===== src/rtl/core/assert_macros.svh =====
// assertion macros used by the window pooling top level
`ifndef ASSERT_MACROS_SVH
`define ASSERT_MACROS_SVH

// concurrent check sampled on the rising clock, off during reset
`define WP_ASSERT(lbl, prop) \
   lbl: assert property (@(posedge clock) disable iff (reset) (prop)) \
      else $error("window pooling check failed");

// implication checked in the cycle after the condition
`define WP_ASSERT_NEXT(lbl, cond, prop) \
   lbl: assert property (@(posedge clock) disable iff (reset) (cond) |=> (prop)) \
      else $error("window pooling sequence check failed");

`endif


===== src/rtl/core/wpool_pkg.sv =====
// types and constants of the window pooling block
`default_nettype none
package wpool_pkg;

   localparam int OUT_W  = 22;
   localparam int AREA_W = 8;
   localparam int ROW_W  = 12;

   localparam logic [1:0] MODE_SUM  = 2'd0;
   localparam logic [1:0] MODE_MAX  = 2'd1;
   localparam logic [1:0] MODE_MEAN = 2'd2;

   localparam logic [3:0] CSR_POOL_MODE     = 4'd0;
   localparam logic [3:0] CSR_FILTER_HEIGHT = 4'd1;
   localparam logic [3:0] CSR_FILTER_WIDTH  = 4'd2;
   localparam logic [3:0] CSR_STRIDE_ROWS   = 4'd3;
   localparam logic [3:0] CSR_STRIDE_COLS   = 4'd4;
   localparam logic [3:0] CSR_FRAME_HEIGHT  = 4'd5;
   localparam logic [3:0] CSR_FRAME_WIDTH   = 4'd6;
   localparam logic [3:0] CSR_CHANNEL_COUNT = 4'd7;

   typedef enum logic [2:0] {
      ST_IDLE,
      ST_READ,
      ST_DRAIN,
      ST_DIV_GO,
      ST_DIV_RUN,
      ST_DONE
   } state_type;

   typedef struct packed {
      logic [3:0]       ph;
      logic [ROW_W-1:0] idx;
   } phase_type;

endpackage
`default_nettype wire


===== src/rtl/core/wpool_div.sv =====
// restoring divider, one quotient bit per cycle
`default_nettype none
module wpool_div import wpool_pkg::*; #(
   parameter int DW = 22,
   parameter int VW = 8
) (
   input  wire logic          clock,
   input  wire logic          reset,
   input  wire logic          start,
   input  wire logic [DW-1:0] dividend,
   input  wire logic [VW-1:0] divisor,
   output logic               done,
   output logic [DW-1:0]      quotient
);
   localparam int CW = $clog2(DW + 1);

   logic [DW-1:0] quo_ff;
   logic [VW:0]   rem_ff;
   logic [CW-1:0] cnt_ff;
   logic          busy_ff, done_ff;
   logic [VW:0]   rem_shift, rem_new;
   logic          fits;

   always_comb begin
      rem_shift = {rem_ff[VW-1:0], quo_ff[DW-1]};
      fits      = rem_shift >= {1'b0, divisor};
      rem_new   = fits ? rem_shift - {1'b0, divisor} : rem_shift;
   end

   always_ff @(posedge clock) begin
      if (reset) begin
         busy_ff <= 1'b0;
         done_ff <= 1'b0;
         cnt_ff  <= '0;
      end else begin
         done_ff <= 1'b0;
         if (start) begin
            busy_ff <= 1'b1;
            cnt_ff  <= CW'(DW);
         end else if (busy_ff) begin
            cnt_ff <= cnt_ff - CW'(1);
            if (cnt_ff == CW'(1)) begin
               busy_ff <= 1'b0;
               done_ff <= 1'b1;
            end
         end
      end
   end

   always_ff @(posedge clock) begin
      if (start) begin
         quo_ff <= dividend;
         rem_ff <= '0;
      end else if (busy_ff) begin
         quo_ff <= {quo_ff[DW-2:0], fits};
         rem_ff <= rem_new;
      end
   end

   assign done     = done_ff;
   assign quotient = quo_ff;
endmodule
`default_nettype wire


===== config.mk =====
export PLATFORM = sky130hd
export DESIGN_NAME = wpool_div
export DESIGN_NICKNAME = d
export VERILOG_FILES = /design/src/rtl/core/assert_macros.svh /design/src/rtl/core/wpool_pkg.sv /design/src/rtl/core/wpool_div.sv
export SDC_FILE = /design/constraint.sdc
export NUM_CORES = 1
export LEC_CHECK = 0
export BUFFER_PORTS_ARGS = -buffer_cell sky130_fd_sc_hd__buf_2
export CAP_MARGIN = 15
export CORE_ASPECT_RATIO = 2
export CORE_MARGIN = 2
export CORE_UTILIZATION = 23
export CTS_BUF_LIST = sky130_fd_sc_hd__clkbuf_4 sky130_fd_sc_hd__clkbuf_8 sky130_fd_sc_hd__clkbuf_16
export CTS_CLUSTER_SIZE = 10
export DETAILED_ROUTE_END_ITERATION = 16
export PLACE_DENSITY_LB_ADDON = 0.12
export SETUP_SLACK_MARGIN = 0.5
export SLEW_MARGIN = 30
export SYNTH_ARGS = -nofsm -noshare
export SYNTH_HDL_FRONTEND = slang
export SYNTH_SLANG_ARGS = --single-unit
export TNS_END_PERCENT = 20

===== constraint.sdc =====
create_clock -name clock -period 2.35 [get_ports clock]
set_input_delay 0.1175 -clock clock [delete_from_list [all_inputs] [get_ports clock]]
set_output_delay 0.1175 -clock clock [all_outputs]
set_load 0.005 [all_outputs]

==> run metrics <==
final WL roughly 4800 µm; core area between 0.008 and 0.009 mm²; first-pass GRT wire length 7920 µm; Routed wire per std cell 14.3 µm; Hold Vio Cnt, Final 0; Period minus WS final 1.88 ns; Critical Path RT 2.39 ns; clock-pin transition on the worst setup and hold timing paths 0.06 ns; final-stage net count 281; Worst Path Class, Setup flop to flop; GRT Total Usage between 10% and 20%; hold_buf cts 0; placed insts ~330; Synth Area per Inst about 11 µm²; die height ~140 µm; fillers between 900 and 1000; Max Transition Viols Final 0; Starting Density a little under a quarter; final instance area between 0.002 and 0.003 mm²; Routed Antenna Nets 0; status finished, final reports clean; post-synth net total between 200 and 250; Post-Syn Instances ~170; remaining global-route overflow 0; Worst-Margin Slew about 0.51 ns; vias in the first global route 1650; Final setup viols 0; drt pass-1 iters 2; Switching Fraction between 20% and 30%; Vias about 1600; Post-route DRC 0; combinational share of power between 15 and 20%; clock network power share 41.1%; Peak Freq 531 MHz; PortBufs 55; maximum fanout along the worst path 5; global route hottest layer met2; crit path DAT around 1.9 ns; number of unique standard cell types used by synthesis 38; dpl cell area ~0.0024 mm²; cell-internal power between 1000 and 1500 µW; TNS Setup 0 ns; Clock Path Buffers 2; diodes inserted 0; HP Class primary input to flop; Syn. warnings 0; Area growth syn-to-layout 34.6%; clk_skew 0.00818 ns; root buffer cell clkbuf_16; GP Congestion 0.784; Max Cap Viol 0; synthesized area roughly 0.0020 mm²; pwr dens 696 mW/mm²; largest net degree at the start of global routing 24; fraction of layout instances using a drive strength above 1 between 40% and 50%; clk sinks 37; Initial DRC Count 25; H-tree levels 2; initial antenna violation count 0; P_leak roughly 0.0011 µW; Flop pwr share 42.2%; sw power between 400 and 500 µW; post-DP HPWL roughly 3700 µm; Max-slew headroom 65.7%; Crit. End Element flop; Pwr Total 1860 µW; Die ar. roughly 0.0094 mm²; Vias per Instance between 4 and 5; TritonCTS Buffers 5; Worst IR Drop VDD about 580 µV; post-route non-filler standard cell count 338; # IOs 56; RSZ-0062 raised after global routing yes; Row Count 48; Worst setup SP type flop; Clock Latency Late Sink roughly 0.29 ns; global-route track usage on met3 2.38%; global routing usage on met2 between 20% and 30%; FF+latch count, synth 37; Die X roughly 70 µm; met1 usage 10.4%; Final period util about 80%; sequential area share after synthesis between 40% and 50%; CTS tree done
## metal layers
layer	vias to the layer above	share of wire (%)
li1	750	-
met2	47	56
met3	9	4.2
met5	-	0
met1	746	36
met4	0	3.0
## cell usage in the layout (no fill, tap or decap), drive strengths merged, types with 2 or more instances in the layout
master,synthesis,routed
xnor2,5,5
xor2,4,4
nand2,9,9
mux2,23,23
mux2i,5,5
a21oi,3,3
nor4b,2,2
a21o,3,3
dfxtp,15,15
buf,2,62
nand2b,3,3
or2,3,3
nor2b,3,3
ha,10,10
clkbuf,4,5
nor2,17,17
edfxtp,22,22
a211oi,3,3
nor3,5,5
o21ai,5,5
inv,14,14
a31oi,2,2
## kinds of logic (layout without fill, tap and decap cells)
| logic type | after synthesis | in the layout | synth area share, % |
|---|---|---|---|
| and+or+nand+nor | 45 | 45 | 11.0 |
| DFF | 37 | 37 | 48.3 |
| muxes | 28 | 28 | 15.7 |
| AOI/OAI and AO/OA | 24 | 24 | 9.57 |
| buffers and inverters | 20 | 84 | 4.15 |
| adders and majority gates | 11 | 11 | 7.30 |
| xor gates and xnor gates | 9 | 9 | 3.96 |
## final timing paths
check                         start                endpoint  slack [ns]  cells after the start
max          rem_ff[3]$_SDFFE_PP0P_   quotient[0]$_DFFE_PP_        0.47                      6
min reg2reg  rem_ff[3]$_SDFFE_PP0P_  rem_ff[3]$_SDFFE_PP0P_        0.49                      2
min                           reset  cnt_ff[1]$_SDFFE_PP0P_         0.1                      2
max reg2reg  rem_ff[3]$_SDFFE_PP0P_   quotient[0]$_DFFE_PP_        0.47                      6
## timing repair
item	in CTS	in global routing
pin swaps	2	3
endpoints found under the setup margin	7	6
endpoints found under the hold margin	0	0
resized for setup	13	4
buffers inserted	0	3
## power by group through the flow
stage | registers [µW] | clock network [µW] | logic (µW)
floorplan | 797 | 0 | 174
global placement | 801 | 0 | 292
detailed placement | 800 | 0 | 288
CTS | 789 | 792 | 308
global route | 797 | 812 | 344
finish | 787 | 766 | 310
## critical path: stages, from the launching register on
cell and delay [ns]:
dfxtp_2 0.35, ha_4 0.22, a21o_1 0.22, a221oi_2 0.32, o21ai_4 0.13, buf_4 0.15
mux2_2 0.25
## layout make-up
| type | count | area [µm²] | share of cell area (%) |
|---|---|---|---|
| clock buffers | 5 | 125 | 4.68 |
| clock inverters | 3 | 41.3 | 1.54 |
| inverters | 14 | 52.6 | 1.96 |
| multi-input cells | 117 | 1040 | 38.8 |
| flip-flops and latches | 37 | 966 | 36.1 |
| well taps | 100 | 125 | 4.68 |
| repair buffers | 62 | 328 | 12.3 |
## flip-flops by register name, indices dropped and copies added, names as in the netlist
signal    count
done          1
rem_ff        8
quotient     22
cnt_ff        5
busy_ff       1
## cells in the mapped netlist
| cell type | instances | area (µm²) |
|---|---|---|
| nand2b_1 | 3 | 18.8 |
| o2111a_1 | 1 | 11.3 |
| mux2_4 | 1 | 15.0 |
| a21oi_1 | 3 | 15.0 |
| nor2_1 | 17 | 63.8 |
| nor3_1 | 5 | 25.0 |
| or4b_2 | 1 | 10.0 |
| o32ai_1 | 1 | 8.76 |
| xor2_1 | 4 | 35.0 |
| mux2_2 | 22 | 248 |
| o211ai_1 | 1 | 7.51 |
| a31oi_1 | 2 | 12.5 |
| clkbuf_1 | 4 | 15.0 |
| nor2b_1 | 3 | 18.8 |
| ha_1 | 10 | 125 |
| fa_1 | 1 | 20.0 |
| mux2i_1 | 5 | 50.1 |
| nand3_1 | 1 | 5.00 |
| xnor2_1 | 5 | 43.8 |
| nor4b_1 | 2 | 17.5 |
| buf_6 | 1 | 11.3 |
| a211oi_1 | 2 | 15.0 |
| o2bb2a_2 | 1 | 11.3 |
| buf_1 | 1 | 3.75 |
| and3_1 | 1 | 6.26 |
| nand2_1 | 9 | 33.8 |
| o21ai_0 | 4 | 20.0 |
| dfxtp_1 | 15 | 300 |
| o31ai_2 | 1 | 12.5 |
| inv_1 | 14 | 52.6 |
| a211oi_2 | 1 | 12.5 |
| a221oi_2 | 1 | 15.0 |
| or2_2 | 3 | 18.8 |
| o221ai_1 | 1 | 8.76 |
| o21ai_2 | 1 | 8.76 |
| edfxtp_1 | 22 | 661 |
| a21o_1 | 3 | 22.5 |
| a22o_1 | 1 | 8.76 |
## stage by stage
step           hold slack [ns]  worst slack, ns  util (%)
4_1_cts                  0.101            0.498      30.9
2_1_floorplan            0.190            0.507         -
6_report                0.0966            0.468      31.4
3_3_place_gp             0.404            0.363      28.0
5_1_grt                  0.115            0.412      31.4
3_5_place_dp             0.407            0.380      28.0
No activity file was read; power rests on OpenSTA's default activity.
